**config.mk**
```make
export PLATFORM = sky130hd
export DESIGN_NAME = power_event_manager
export DESIGN_NICKNAME = d
export VERILOG_FILES = /design/src/rtl/core/pem_pkg.sv /design/src/rtl/core/pem_front.sv /design/src/rtl/core/pem_back.sv /design/src/rtl/core/pem_result_queue.sv /design/src/rtl/core/power_event_manager.sv
export VERILOG_INCLUDE_DIRS = /design/src /design/src/rtl/core
export SDC_FILE = /design/constraint.sdc
export NUM_CORES = 1
export LEC_CHECK = 0
export BUFFER_PORTS_ARGS = -buffer_cell sky130_fd_sc_hd__buf_2
export CORE_ASPECT_RATIO = 1.5
export CORE_MARGIN = 3
export CORE_UTILIZATION = 40
export CTS_CLUSTER_SIZE = 20
export DETAILED_ROUTE_END_ITERATION = 10
export PLACE_DENSITY = 0.63
export RECOVER_POWER = 50
export SYNTH_ARGS = -nofsm -noshare
export SYNTH_HDL_FRONTEND = slang
export SYNTH_SLANG_ARGS = --single-unit
```
**constraint.sdc**
```tcl
create_clock -name clk_i -period 4.8 [get_ports clk_i]
set_input_delay 0.96 -clock clk_i [delete_from_list [all_inputs] [get_ports clk_i]]
set_output_delay 0.96 -clock clk_i [all_outputs]
set_load 0.01 [all_outputs]
```
**src/rtl/core/power_event_manager_macros.svh**
```systemverilog
// Assertion macros for the power event manager.
// Macros assume clk_i and rst_ni in the scope that uses them.
`ifndef POWER_EVENT_MANAGER_MACROS_SVH
`define POWER_EVENT_MANAGER_MACROS_SVH

// Same-cycle implication, disabled during reset.
`define PEM_ASSERT_NOW(lbl, ante, cons, msg) \
  lbl: assert property (@(posedge clk_i) disable iff (!rst_ni) (ante) |-> (cons)) \
    else $error(msg);

// Next-cycle implication, disabled during reset.
`define PEM_ASSERT_NEXT(lbl, ante, cons, msg) \
  lbl: assert property (@(posedge clk_i) disable iff (!rst_ni) (ante) |=> (cons)) \
    else $error(msg);

`endif

```
**src/rtl/core/pem_pkg.sv**
```systemverilog
// Shared types and constants of the power event manager.
// No dependencies; imported by every module of the block.
`default_nettype none

package pem_pkg;

  // Event ring geometry
  localparam int unsigned RING_ADDR_BITS = 3;
  localparam int unsigned RING_DEPTH     = 1 << RING_ADDR_BITS;
  typedef logic [RING_ADDR_BITS-1:0] ring_ptr_t;

  // Two-entry queues between the parts
  localparam int unsigned QUEUE_DEPTH = 2;
  typedef logic [1:0] qcnt_t;

  // Event codes
  localparam logic [7:0] EV_NONE         = 8'd0;
  localparam logic [7:0] EV_OFF          = 8'd1;
  localparam logic [7:0] EV_IDLE         = 8'd2;
  localparam logic [7:0] EV_BUTTON       = 8'd3;
  localparam logic [7:0] EV_ALARM_SHORT  = 8'd4;
  localparam logic [7:0] EV_ALARM_LONG   = 8'd5;
  localparam logic [7:0] EV_ALARM_CANCEL = 8'd6;

  localparam logic [7:0] IDLE_MAX = 8'hFF;

  // Configuration register indexes
  localparam int unsigned CFG_IDX_BITS  = 2;
  localparam int unsigned CFG_DATA_BITS = 16;
  localparam logic [CFG_IDX_BITS-1:0] CFG_STARTUP_DELAY = 2'd0;
  localparam logic [CFG_IDX_BITS-1:0] CFG_IDLE_LIMIT    = 2'd1;
  localparam logic [CFG_IDX_BITS-1:0] CFG_ALARM_SHORT   = 2'd2;
  localparam logic [CFG_IDX_BITS-1:0] CFG_ALARM_LONG    = 2'd3;

  localparam logic [15:0] RST_STARTUP_DELAY = 16'd1000;
  localparam logic [7:0]  RST_IDLE_LIMIT    = 8'd27;
  localparam logic [15:0] RST_ALARM_SHORT   = 16'd1000;
  localparam logic [15:0] RST_ALARM_LONG    = 16'd3000;

  typedef enum logic [1:0] {
    CMD_TICK,
    CMD_POST,
    CMD_POST_ZERO
  } cmd_kind_e;

  typedef struct packed {
    cmd_kind_e  kind;
    logic [7:0] code;
    logic       shown;
  } cmd_t;

  typedef struct packed {
    logic post_accepted;
    logic power_enable;
    logic backlight_one;
    logic backlight_two;
    logic display_reset;
    logic blank_display;
    logic alarm_pulse;
    logic paint_pulse;
    logic button_wait_pulse;
  } res_t;

  typedef struct packed {
    logic [15:0] startup_delay;
    logic [7:0]  idle_limit;
    logic [15:0] alarm_short;
    logic [15:0] alarm_long;
  } cfg_t;

endpackage

`default_nettype wire

```
**src/rtl/core/pem_front.sv**
```systemverilog
// Front part: classifies incoming words and queues them as commands.
// Depends on pem_pkg.
`default_nettype none

module pem_front
  import pem_pkg::*;
(
  input  wire logic       clk_i,
  input  wire logic       rst_ni,
  input  wire logic       push_i,
  input  wire logic       op_i,
  input  wire logic [7:0] event_code_i,
  input  wire logic       display_shown_i,
  output logic            full_o,
  output logic            cmd_valid_o,
  output cmd_t            cmd_o,
  input  wire logic       cmd_pop_i
);

  cmd_t  mem_q [QUEUE_DEPTH];
  logic  wr_q, wr_d, rd_q, rd_d;
  qcnt_t cnt_q, cnt_d;
  cmd_t  cmd_in;
  logic  do_push, do_pop;

  // Classify: tick, post, or post of the null code
  always_comb begin
    cmd_in.code  = event_code_i;
    cmd_in.shown = display_shown_i;
    if (!op_i) begin
      cmd_in.kind = CMD_TICK;
    end else if (event_code_i == EV_NONE) begin
      cmd_in.kind = CMD_POST_ZERO;
    end else begin
      cmd_in.kind = CMD_POST;
    end
  end

  assign full_o      = (cnt_q == qcnt_t'(QUEUE_DEPTH));
  assign cmd_valid_o = (cnt_q != '0);
  assign cmd_o       = mem_q[rd_q];
  assign do_push     = push_i && !full_o;
  assign do_pop      = cmd_pop_i && cmd_valid_o;

  always_comb begin
    wr_d  = do_push ? ~wr_q : wr_q;
    rd_d  = do_pop ? ~rd_q : rd_q;
    cnt_d = cnt_q + qcnt_t'(do_push) - qcnt_t'(do_pop);
  end

  always_ff @(posedge clk_i or negedge rst_ni) begin
    if (!rst_ni) begin
      wr_q  <= 1'b0;
      rd_q  <= 1'b0;
      cnt_q <= '0;
    end else begin
      wr_q  <= wr_d;
      rd_q  <= rd_d;
      cnt_q <= cnt_d;
    end
  end

  always_ff @(posedge clk_i) begin
    if (do_push) begin
      mem_q[wr_q] <= cmd_in;
    end
  end

endmodule

`default_nettype wire

```
**src/rtl/core/pem_back.sv**
```systemverilog
// Back part: executes commands against the event ring and power state.
// Depends on pem_pkg.
`default_nettype none

module pem_back
  import pem_pkg::*;
(
  input  wire logic clk_i,
  input  wire logic rst_ni,
  input  wire cfg_t cfg_i,
  input  wire logic cmd_valid_i,
  input  wire cmd_t cmd_i,
  input  wire logic res_ready_i,
  output logic      cmd_pop_o,
  output logic      res_valid_o,
  output res_t      res_o
);

  logic [7:0]  ring_q [RING_DEPTH];
  ring_ptr_t   head_q, head_d, tail_q, tail_d, head_inc, tail_inc;
  logic [16:0] startup_q, startup_d;
  logic [7:0]  idle_q, idle_d, idle_v;
  logic [15:0] alarm_q, alarm_d, alarm_v;
  logic        power_q, power_d, bl1_q, bl1_d, bl2_q, bl2_d, dis_q, dis_d;
  logic        wr_en;
  logic [7:0]  wr_data, ev;
  logic        fire;

  assign fire        = cmd_valid_i && res_ready_i;
  assign cmd_pop_o   = fire;
  assign res_valid_o = fire;
  assign head_inc    = head_q + ring_ptr_t'(1);
  assign tail_inc    = tail_q + ring_ptr_t'(1);

  always_comb begin
    head_d    = head_q;
    tail_d    = tail_q;
    startup_d = startup_q;
    idle_d    = idle_q;
    idle_v    = idle_q;
    alarm_d   = alarm_q;
    alarm_v   = alarm_q;
    power_d   = power_q;
    bl1_d     = bl1_q;
    bl2_d     = bl2_q;
    dis_d     = dis_q;
    wr_en     = 1'b0;
    wr_data   = cmd_i.code;
    ev        = EV_NONE;
    res_o     = '0;

    case (cmd_i.kind)
      CMD_POST_ZERO: begin
        res_o.post_accepted = 1'b1;
      end
      CMD_POST: begin
        if (head_inc != tail_q) begin
          wr_en               = 1'b1;
          head_d              = head_inc;
          res_o.post_accepted = 1'b1;
        end
      end
      CMD_TICK: begin
        if (startup_q > {1'b0, cfg_i.startup_delay}) begin
          // Working phase: at most one event per tick
          if (head_q != tail_q) begin
            ev     = ring_q[tail_q];
            tail_d = tail_inc;
          end
          case (ev)
            EV_OFF: begin
              power_d             = 1'b0;
              bl1_d               = 1'b0;
              bl2_d               = 1'b0;
              dis_d               = 1'b1;
              res_o.blank_display = 1'b1;
            end
            EV_IDLE: begin
              idle_v = (idle_q != IDLE_MAX) ? idle_q + 8'd1 : idle_q;
              idle_d = idle_v;
              if (idle_v == cfg_i.idle_limit) begin
                bl2_d = 1'b0;
              end else if (idle_v > cfg_i.idle_limit) begin
                // Queue power-off; dropped if the ring is full
                if (head_inc != tail_d) begin
                  wr_en   = 1'b1;
                  wr_data = EV_OFF;
                  head_d  = head_inc;
                end
              end
            end
            EV_BUTTON: begin
              idle_d = '0;
              if (cmd_i.shown) begin
                bl2_d = 1'b1;
              end
            end
            EV_ALARM_SHORT:  alarm_v = cfg_i.alarm_short;
            EV_ALARM_LONG:   alarm_v = cfg_i.alarm_long;
            EV_ALARM_CANCEL: alarm_v = '0;
            default: ;
          endcase
          if (alarm_v != '0) begin
            alarm_v           = alarm_v - 16'd1;
            res_o.alarm_pulse = (alarm_v == '0);
          end
          alarm_d = alarm_v;
        end else if (startup_q < {1'b0, cfg_i.startup_delay}) begin
          startup_d = startup_q + 17'd1;
        end else begin
          // Power-on step
          startup_d               = startup_q + 17'd1;
          power_d                 = 1'b1;
          bl1_d                   = 1'b1;
          bl2_d                   = 1'b1;
          res_o.paint_pulse       = 1'b1;
          res_o.button_wait_pulse = 1'b1;
        end
      end
      default: ;
    endcase

    res_o.power_enable  = power_d;
    res_o.backlight_one = bl1_d;
    res_o.backlight_two = bl2_d;
    res_o.display_reset = dis_d;
  end

  always_ff @(posedge clk_i or negedge rst_ni) begin
    if (!rst_ni) begin
      head_q    <= '0;
      tail_q    <= '0;
      startup_q <= '0;
      idle_q    <= '0;
      alarm_q   <= '0;
      power_q   <= 1'b0;
      bl1_q     <= 1'b0;
      bl2_q     <= 1'b0;
      dis_q     <= 1'b0;
    end else if (fire) begin
      head_q    <= head_d;
      tail_q    <= tail_d;
      startup_q <= startup_d;
      idle_q    <= idle_d;
      alarm_q   <= alarm_d;
      power_q   <= power_d;
      bl1_q     <= bl1_d;
      bl2_q     <= bl2_d;
      dis_q     <= dis_d;
    end
  end

  // Ring entries are written at head only
  always_ff @(posedge clk_i) begin
    if (fire && wr_en) begin
      ring_q[head_q] <= wr_data;
    end
  end

endmodule

`default_nettype wire

```
**src/rtl/core/pem_result_queue.sv**
```systemverilog
// Two-entry result queue in front of the output ports.
// Depends on pem_pkg.
`default_nettype none

module pem_result_queue
  import pem_pkg::*;
(
  input  wire logic clk_i,
  input  wire logic rst_ni,
  input  wire logic push_i,
  input  wire res_t data_i,
  output logic      ready_o,
  output logic      empty_o,
  input  wire logic pop_i,
  output res_t      data_o
);

  res_t  mem_q [QUEUE_DEPTH];
  logic  wr_q, rd_q;
  qcnt_t cnt_q, cnt_d;
  logic  do_push, do_pop;

  assign ready_o = (cnt_q != qcnt_t'(QUEUE_DEPTH));
  assign empty_o = (cnt_q == '0);
  assign data_o  = mem_q[rd_q];
  assign do_push = push_i && ready_o;
  assign do_pop  = pop_i && !empty_o;
  assign cnt_d   = cnt_q + qcnt_t'(do_push) - qcnt_t'(do_pop);

  always_ff @(posedge clk_i or negedge rst_ni) begin
    if (!rst_ni) begin
      wr_q  <= 1'b0;
      rd_q  <= 1'b0;
      cnt_q <= '0;
    end else begin
      if (do_push) wr_q <= ~wr_q;
      if (do_pop)  rd_q <= ~rd_q;
      cnt_q <= cnt_d;
    end
  end

  always_ff @(posedge clk_i) begin
    if (do_push) begin
      mem_q[wr_q] <= data_i;
    end
  end

endmodule

`default_nettype wire

```
**src/rtl/core/power_event_manager.sv**
```systemverilog
// Top level of the power event manager: config registers, front, back, result queue.
// Depends on pem_pkg, pem_front, pem_back, pem_result_queue and the macros header.
//
// Usage:
//  - Input channel is a queue write side: a word (op, event_code, display_shown)
//    is taken at a rising edge with push high and full low. op=0 is a tick,
//    op=1 posts an event code into the 8-slot event ring.
//  - Result channel is a queue read side: while empty is low the oldest result
//    word sits on the result ports; it is taken at an edge with pop high.
//    Every input word yields exactly one result word, in order.
//  - Throughput: one word per cycle while results are popped; the back part
//    executes one command per cycle, updating ring and counters together.
//  - Stall: the two-entry result queue fills first, then the back part holds,
//    the two-entry command queue fills and full rises; at most four words are
//    in flight. Nothing is dropped.
//  - Config: plain write port (cfg_we_i, cfg_idx_i, cfg_wdata_i); the user must
//    write it only while the block is idle, which the block does not enforce.
//    Index 0 startup delay, 1 idle limit (low 8 bits), 2 short alarm, 3 long alarm.
//  - Reset: asynchronous, active low; queues empty, ring empty, counters zero,
//    power state off with the display reset line released, registers at defaults.
`default_nettype none
`include "power_event_manager_macros.svh"

module power_event_manager
  import pem_pkg::*;
(
  input  wire logic                     clk_i,
  input  wire logic                     rst_ni,
  // configuration
  input  wire logic                     cfg_we_i,
  input  wire logic [CFG_IDX_BITS-1:0]  cfg_idx_i,
  input  wire logic [CFG_DATA_BITS-1:0] cfg_wdata_i,
  // input words
  input  wire logic                     push,
  output logic                          full,
  input  wire logic                     op_i,
  input  wire logic [7:0]               event_code_i,
  input  wire logic                     display_shown_i,
  // result words
  output logic                          empty,
  input  wire logic                     pop,
  output logic                          post_accepted_o,
  output logic                          power_enable_o,
  output logic                          backlight_one_o,
  output logic                          backlight_two_o,
  output logic                          display_reset_o,
  output logic                          blank_display_o,
  output logic                          alarm_pulse_o,
  output logic                          paint_pulse_o,
  output logic                          button_wait_pulse_o
);

  cfg_t cfg_q, cfg_d;
  logic cmd_valid, cmd_pop;
  cmd_t cmd;
  logic res_valid, res_ready;
  res_t res_back, res_head;

  // Configuration registers
  always_comb begin
    cfg_d = cfg_q;
    if (cfg_we_i) begin
      case (cfg_idx_i)
        CFG_STARTUP_DELAY: cfg_d.startup_delay = cfg_wdata_i;
        CFG_IDLE_LIMIT:    cfg_d.idle_limit    = cfg_wdata_i[7:0];
        CFG_ALARM_SHORT:   cfg_d.alarm_short   = cfg_wdata_i;
        CFG_ALARM_LONG:    cfg_d.alarm_long    = cfg_wdata_i;
        default: ;
      endcase
    end
  end

  always_ff @(posedge clk_i or negedge rst_ni) begin
    if (!rst_ni) begin
      cfg_q.startup_delay <= RST_STARTUP_DELAY;
      cfg_q.idle_limit    <= RST_IDLE_LIMIT;
      cfg_q.alarm_short   <= RST_ALARM_SHORT;
      cfg_q.alarm_long    <= RST_ALARM_LONG;
    end else begin
      cfg_q <= cfg_d;
    end
  end

  // Front: classify and queue
  pem_front u_front (
    .clk_i           (clk_i),
    .rst_ni          (rst_ni),
    .push_i          (push),
    .op_i            (op_i),
    .event_code_i    (event_code_i),
    .display_shown_i (display_shown_i),
    .full_o          (full),
    .cmd_valid_o     (cmd_valid),
    .cmd_o           (cmd),
    .cmd_pop_i       (cmd_pop)
  );

  // Back: ring, startup, idle and alarm handling
  pem_back u_back (
    .clk_i       (clk_i),
    .rst_ni      (rst_ni),
    .cfg_i       (cfg_q),
    .cmd_valid_i (cmd_valid),
    .cmd_i       (cmd),
    .res_ready_i (res_ready),
    .cmd_pop_o   (cmd_pop),
    .res_valid_o (res_valid),
    .res_o       (res_back)
  );

  // Result queue decouples the receiver
  pem_result_queue u_res_queue (
    .clk_i   (clk_i),
    .rst_ni  (rst_ni),
    .push_i  (res_valid),
    .data_i  (res_back),
    .ready_o (res_ready),
    .empty_o (empty),
    .pop_i   (pop),
    .data_o  (res_head)
  );

  assign post_accepted_o     = res_head.post_accepted;
  assign power_enable_o      = res_head.power_enable;
  assign backlight_one_o     = res_head.backlight_one;
  assign backlight_two_o     = res_head.backlight_two;
  assign display_reset_o     = res_head.display_reset;
  assign blank_display_o     = res_head.blank_display;
  assign alarm_pulse_o       = res_head.alarm_pulse;
  assign paint_pulse_o       = res_head.paint_pulse;
  assign button_wait_pulse_o = res_head.button_wait_pulse;

  // Back never executes without a command or without result space
  `PEM_ASSERT_NOW(a_exec_has_cmd, res_valid, cmd_valid && res_ready, "exec without cmd or space")
  // A taken word is visible to the back part on the next cycle
  `PEM_ASSERT_NEXT(a_push_lands, push && !full, cmd_valid, "accepted word lost in front")
  // An executed command leaves a result to pop
  `PEM_ASSERT_NEXT(a_result_lands, res_valid, !empty, "executed result lost")

endmodule

`default_nettype wire
```
Word level (Yosys, flattened, before mapping). Memory sizes are Yosys's and may differ from the RTL's. Index checks and enable logic that the tools add are counted.

Bits in registers: 115. Latch bits: 0. RAM bits: 104. Memory bits (read-only): 0. Input port bits: 33. Output and inout bits: 11. Logic and storage cells: 152. Memories kept: 3.

Memory list: u_back.ring_q (depth 8, width 8, rd ports 1, clocked after memory_dff 0, write ports 1, line pem_back.sv:19) `logic [7:0] ring_q [RING_DEPTH];`; u_front.mem_q (depth 2, width 11, rd ports 1, clocked after memory_dff 0, write ports 1, line pem_front.sv:20) `cmd_t mem_q [QUEUE_DEPTH];`; u_res_queue.mem_q (depth 2, width 9, rd ports 1, clocked after memory_dff 0, write ports 1, line pem_result_queue.sv:18) `res_t mem_q [QUEUE_DEPTH];`.

Add/subtract/negate cells: 9. Multipliers: 0. Div/mod/pow operators: 0. Magnitude comparators: 3. Eq/ne operators: 24. Shifts and indexed selects: 0. Multiplexer cells: 64. Bitwise operators: 5. Reduce and logical (&&, ||, !) cells: 25.

Operators with widths (count): 2-to-1 mux 8 bit (10); 2-to-1 mux 16 bit (3); one-hot mux 16 bit (3 select lines) (1); 2-to-1 mux 1 bit (30); 2-to-1 mux 3 bit (9); equality test 8 x 3 -> 1 bit (second input constant) (3); adder 17 x 1 -> 17 bit (second input constant) (1); > comparator 17 x 16 -> 1 bit (1); < comparator 17 x 16 -> 1 bit (1); equality test 8 x 2 -> 1 bit (second input constant) (2); zero test 16 bit (1); one-hot mux 8 bit (2 select lines) (1); nonzero test 16 bit (1); subtractor 16 x 1 -> 16 bit (second input constant) (1); 2-to-1 mux 2 bit (5); inequality test 3 bit (3); adder 8 x 1 -> 8 bit (second input constant) (1); equality test 2 bit (second input constant) (4); equality test 8 x 1 -> 1 bit (second input constant) (1); equality test 8 bit (1); > comparator 8 bit (1); zero test 8 bit (1); inequality test 2 x 1 -> 1 bit (second input constant) (4); inequality test 8 bit (second input constant) (1); other kinds (18) (43).

Depth between registers and ports, before layout.
Depth after elaboration: 14. Mapped depth: 18. Gate-level depth less buffers: 16.

Modules after synthesis. From an unflattened synthesis, not the netlist that was laid out.

Cells, all modules: 868. Area total of the unflattened synthesis: 10891.7 um2.

Modules (own cells, without submodules): pem_back (times used 1, cells each 648, area each 6881.6 um2, seq. area each 3198.1 um2); power_event_manager (times used 1, cells each 119, area each 2135.8 um2, seq. area each 1430.1 um2); pem_front (times used 1, cells each 56, area each 1023.5 um2, seq. area each 760.7 um2); pem_result_queue (times used 1, cells each 45, area each 850.8 um2, seq. area each 640.6 um2).

Least setup slack after synthesis. Ideal clock, no wire load.

Path type: reg2reg. Start: register u_back.tail_q[0]. End: memory u_back.ring_q[0][0] (enable). Library setup time: 0.398 ns. Arrival: 3.739 ns. Data required time: 4.402 ns. Path slack: 0.663 ns. Cell stages (with the launch flop): 14. Buffers on the path: 4. Clock period less this slack: 4.137 ns. Path through: dfrtp_1 buf_6 buf_6 buf_6 or4b_1 nor3_1 o32ai_1 o221ai_1 o2111ai_1 nor4_1 o211a_1 buf_4 nor2_1 nor4b_1.

Longest elaborated chain between the ends: 14. Elaborated cells on any way between the ends: 22. Classes of those cells: add/sub (1); eq/ne (4); mux (15); reduce/logical (1); memory (1).

Ends and longest elaborated chain: start: declaration (line pem_back.sv:20) `ring_ptr_t head_q, head_d, tail_q, tail_d, head_inc, tail_inc;`; start signal: assignment (line pem_back.sv:142) `tail_q <= tail_d;`; adder 3 x 1 -> 3 bit / inequality test 3 bit (equally long branches) (line pem_back.sv:33, pem_back.sv:66); 2-to-1 mux 3 bit (line pem_back.sv:66) `if (head_q != tail_q) begin`; 2-to-1 mux 3 bit (line pem_back.sv:64) `if (startup_q > {1'b0, cfg_i.startup_delay}) begin`; 2-to-1 mux 3 bit (line pem_back.sv:52) `case (cmd_i.kind)`; inequality test 3 bit (line pem_back.sv:85) `if (head_inc != tail_d) begin`; 2-to-1 mux 1 bit (line pem_back.sv:85); 2-to-1 mux 1 bit (line pem_back.sv:83) `end else if (idle_v > cfg_i.idle_limit) begin`; 2-to-1 mux 1 bit (line pem_back.sv:81) `if (idle_v == cfg_i.idle_limit) begin`; 2-to-1 mux 1 bit (line pem_back.sv:70) `case (ev)`; 2-to-1 mux 1 bit (line pem_back.sv:64); one-hot mux 1 bit (2 select lines) * (line pem_back.sv:52); logical AND 1 bit * (line pem_back.sv:155) `if (fire && wr_en) begin`; 2-to-1 mux 1 bit * (line pem_back.sv:155); 2-to-1 mux 1 bit (implied by the code) * (line pem_back.sv:156) `ring_q[head_q] <= wr_data;`; end: declaration (line pem_back.sv:19).

Every way passes the cells marked *; elsewhere a longest branch is shown, timed or not. The select of a mux whose other input is x is not followed.

Worst setup path in the final report.
Start: register u_back.tail_q[2]. End: register u_back.alarm_q[12].

Longest elaborated chain between the ends: 10. Elaborated cells on any way between the ends: 14. Classes of those cells: add/sub (1); eq/ne (4); mux (7); reduce/logical (1); memory (1).

Ends and longest elaborated chain: memory (8 x 8 bit) / inequality test 3 bit (equally long branches); 2-to-1 mux 8 bit * (line pem_back.sv:66); 2-to-1 mux 8 bit * (line pem_back.sv:64); 2-to-1 mux 8 bit * (line pem_back.sv:52); equality test 8 x 3 -> 1 bit (line pem_back.sv:70); one-hot mux 16 bit (3 select lines) * (line pem_back.sv:70); 2-to-1 mux 16 bit * (line pem_back.sv:64); 2-to-1 mux 16 bit * (line pem_back.sv:52); subtractor 16 x 1 -> 16 bit / nonzero test 16 bit (equally long branches) (line pem_back.sv:104, pem_back.sv:103); 2-to-1 mux 16 bit * (line pem_back.sv:103) `if (alarm_v != '0) begin`; end signal: assignment (line pem_back.sv:145) `alarm_q <= alarm_d;`; end: declaration (line pem_back.sv:23) `logic [15:0] alarm_q, alarm_d, alarm_v;`.

Marks and branches as above. A chain may end at the register's enable or synchronous reset.

==> results.sh <==
export IMPL_final_common_cell="edfxtp_1"
export IMPL_slowest_delay_ns=0.67
export IMPL_die_area_um2=29200
export IMPL_coreArea_um2=26600
export IMPL_cp_slowest_cell="nor3_1"
export IMPL_yosys_area_top_type="edfxtp_1"
export IMPL_diodes=0
export IMPL_multi_input_area_um2=4520
export IMPL_synth_edf_count=102
export IMPL_startpoint="u_back.tail_q[2]"
export IMPL_cts_made_buffers=22
export IMPL_cp_data_arrival_time_ns=4.73
export IMPL_p_leak_uw=0.00499
export IMPL_vias_per_cell=5.40
export IMPL_drtAntennaViolNets=0
export IMPL_setup_slack_ns=0.462
export IMPL_ff2ff_setup_slack_ns=0.46
export IMPL_hp_class="reg2reg"
export IMPL_syn_inst=907
export IMPL_critPathBufInv=0
export IMPL_grt_overflow_total=0
export IMPL_grt_max_degree=70
export IMPL_syn_area_um2=10900
export IMPL_setup_violations=0
export IMPL_port_buffers=43
export IMPL_fin_crit_sh_pct=90.4
export IMPL_gp_congestion=0.872
export IMPL_start_util_pct=40.8
export IMPL_tightest_slew_ns=3.74
export IMPL_failed_checks="capacitance limit, slew limit"
export IMPL_most_common_layout_cells="102 x edfxtp_1, 91 x dfrtp_1, 73 x nand2_1"
export IMPL_worstPathCellList="xor2_2 > nor3_1 > nor3_1 > a211oi_2 > nand2_2 > a21oi_1 > ha_1 > o211ai_1 > nor3_4 > nand4_1 > nand2_2 > o221ai_1"
export IMPL_vias=7119
export IMPL_place_ws_ns=0.378
export IMPL_synth_ff_type="edfxtp_1"
export IMPL_clock_sinks=217
export IMPL_grt_pass1_vias=7432
export IMPL_skew_ns=0.0134
export IMPL_min_from="u_back.dis_q"
export IMPL_dpl_hpwl_um=18600
export IMPL_drive_above_1_share_pct=20.2
export IMPL_cp_max_fo=10
export IMPL_h_tree_depth=1
export IMPL_vdd_drop_max_mv=0.268
export IMPL_clk_latency_ns=0.53
export IMPL_status="finished, violations left"
export IMPL_post_route_util_pct=45.6
export IMPL_antenna_found_initial=0
export IMPL_p_int_uw=3900
export IMPL_synthDistinctLibCells=82
export IMPL_syn_nets=977
export IMPL_reg2reg_from="u_back.tail_q[2]"
export IMPL_maxSlewHeadroom_pct=-149
export IMPL_path_depth=12
export IMPL_cap_violations=1
export IMPL_cts_buffer_depth=3
export IMPL_ys_ff_latch=217
export IMPL_fmax_mhz=231
export IMPL_root_buffer="clkbuf_16"
export IMPL_finalCriticalPeriod_ns=4.34
export IMPL_critical_path_top_delay_family="simple AND/OR/NAND/NOR gates"
export IMPL_final_area_um2=12100
export IMPL_hold_slack_ns=0.473
export IMPL_yosysTopAreaCellShare_pct=28.2
export IMPL_postPlaceCellArea_um2=11500
export IMPL_io_pins=44
export IMPL_postCtsSetupBuffers=0
export IMPL_rr_endpoint="u_back.alarm_q[12]"
export IMPL_die_width_um=140
export IMPL_endpoint="u_back.alarm_q[12]"
export IMPL_clkTransAtPathRegs_ns=0.07
export IMPL_swShare_pct=31.9
export IMPL_drtIter0Drc=313
export IMPL_drv_slew=70
export IMPL_syn_avg_cell_area_um2=12.0
export IMPL_nFillCells=2432
export IMPL_async_flop_share_pct=53.0
export IMPL_ys_seq_area_share_pct=55.0
export IMPL_ff_latch_area_um2=5970
export IMPL_hold_violations=0
export IMPL_track_usage_pct=17.0
export IMPL_grt_pass1_wl_um=39500
export IMPL_p_comb_share_pct=26.2
export IMPL_clockPowerShare_pct=28.5
export IMPL_wl_per_cell_um=18.8
export IMPL_drc_errors=0
export IMPL_power_frac_seq_pct=45.3
export IMPL_critPathKind="reg2reg"
export IMPL_cp_required_ns=5.19
export IMPL_routed_wl_um=24800
export IMPL_yosysWarnings=0
export IMPL_drtPass1Iterations=5
export IMPL_startpoint_type="register"
export IMPL_cts_tree="done"
export IMPL_nets=1036
export IMPL_r2r_cells=12
export IMPL_end_kind="register"
export IMPL_rsz0062_at_grt="false"
export IMPL_fp_row_count=73
export IMPL_die_y_um=208
export IMPL_synth_area_leaders="edfxtp_1 28%, dfrtp_1 21%, mux2_2 6.1%"
export IMPL_syn_to_final_growth_pct=11.7
export IMPL_power_density_nw_per_um2=472
export IMPL_fin_setup_tns_ns=0
export IMPL_switching_power_uw=1830
## kinds of logic after synthesis
| family | Yosys count | share of synthesized area, % |
|---|---|---|
| flip-flops | 217 | 55.0 |
| AO/OA/AOI/OAI | 155 | 10.3 |
| adder cells (fa/ha/maj) | 37 | 4.27 |
| multiplexers | 96 | 9.53 |
| AND/OR/NAND/NOR | 277 | 13.5 |
| XOR/XNOR | 48 | 4.01 |
| buffers and inverters | 77 | 3.38 |
## power groups by stage
stage / Clock [uW] / Combinational [uW] / Sequential, uW
floorplan: 0 / 1110 / 2540
global placement: 0 / 1510 / 2620
detailed placement: 0 / 1530 / 2630
CTS: 1680 / 1540 / 2600
global route: 1760 / 1670 / 2630
finish: 1630 / 1500 / 2600
## synth_stat cells (all sizes together) (3+ instances only)
| cell | number |
|---|---|
| nand2 | 75 |
| mux2i | 37 |
| o21ai | 45 |
| o211ai | 5 |
| clkbuf | 13 |
| a211o | 4 |
| nand3 | 20 |
| a31oi | 8 |
| ha | 37 |
| mux2 | 59 |
| and3 | 14 |
| nand3b | 3 |
| a22oi | 13 |
| nand4 | 14 |
| dfrtp | 92 |
| buf | 17 |
| edfxtp | 102 |
| nor4b | 4 |
| nor3 | 25 |
| o21a | 11 |
| o31ai | 6 |
| or4 | 3 |
| xor2 | 18 |
| a21oi | 16 |
| dfstp | 23 |
| o41ai | 4 |
| xnor2 | 30 |
| and2 | 9 |
| inv | 47 |
| nor2 | 57 |
| a22o | 6 |
| a211oi | 6 |
| a21o | 9 |
| or2 | 5 |
| o221ai | 3 |
| nor4 | 16 |
| nand2b | 8 |
| nor2b | 11 |
## metal layers
layer	up-vias	GRT usage (%)	wire length [um]
met5	-	0	0
met4	0	7.92	1100
met3	50	2.03	675
met2	110	31.9	13600
met1	3528	18.9	9410
li1	3431	-	-
## final cells by class
type / count / share of cell area, %
clock buffers: 30 / 5.10
clock inverters: 10 / 0.557
inverters: 47 / 1.45
multi-input cells: 613 / 37.2
flip-flops and latches: 217 / 49.2
well taps: 337 / 3.48
repair buffers: 65 / 2.94
## per-stage QoR
step / power (uW) / cells
final: 5730 / 1319
after global routing: 6060 / 1319
after CTS: 5810 / 1319
after detailed placement: 4160 / 1279
after global placement: 4130 / 1279
after floorplan: 3640 / 907
## state kept, by name, summed over array words and instances, names as in the netlist
signal	flops
u_front.cnt_q	2
u_res_queue.rd_q	1
cfg_q	56
u_back.power_q	1
u_back.head_q	3
u_front.mem_q	22
u_front.rd_q	1
u_back.idle_q	8
u_back.bl1_q	1
u_back.alarm_q	16
u_res_queue.mem_q	16
u_back.tail_q	3
u_back.dis_q	1
u_back.startup_q	17
u_front.wr_q	1
u_res_queue.cnt_q	2
u_back.ring_q	64
u_res_queue.wr_q	1
u_back.bl2_q	1
## how the worst min path moves through the flow
stage          slack [ns]  cells past startpoint           end
6_report             0.47                      1  u_back.dis_q
5_1_grt              0.50                      1  u_back.dis_q
4_1_cts              0.46                      1  u_back.dis_q
3_5_place_dp         0.45                      1  u_back.dis_q
3_3_place_gp         0.45                      1  u_back.dis_q
2_1_floorplan        0.42                      1  u_back.dis_q
## what timing repair did
action,CTS,global route
gates resized for setup,0,1
hold buffers,0,0
endpoints found under the setup margin,0,13
No activity file was read; power rests on OpenSTA's default activity.
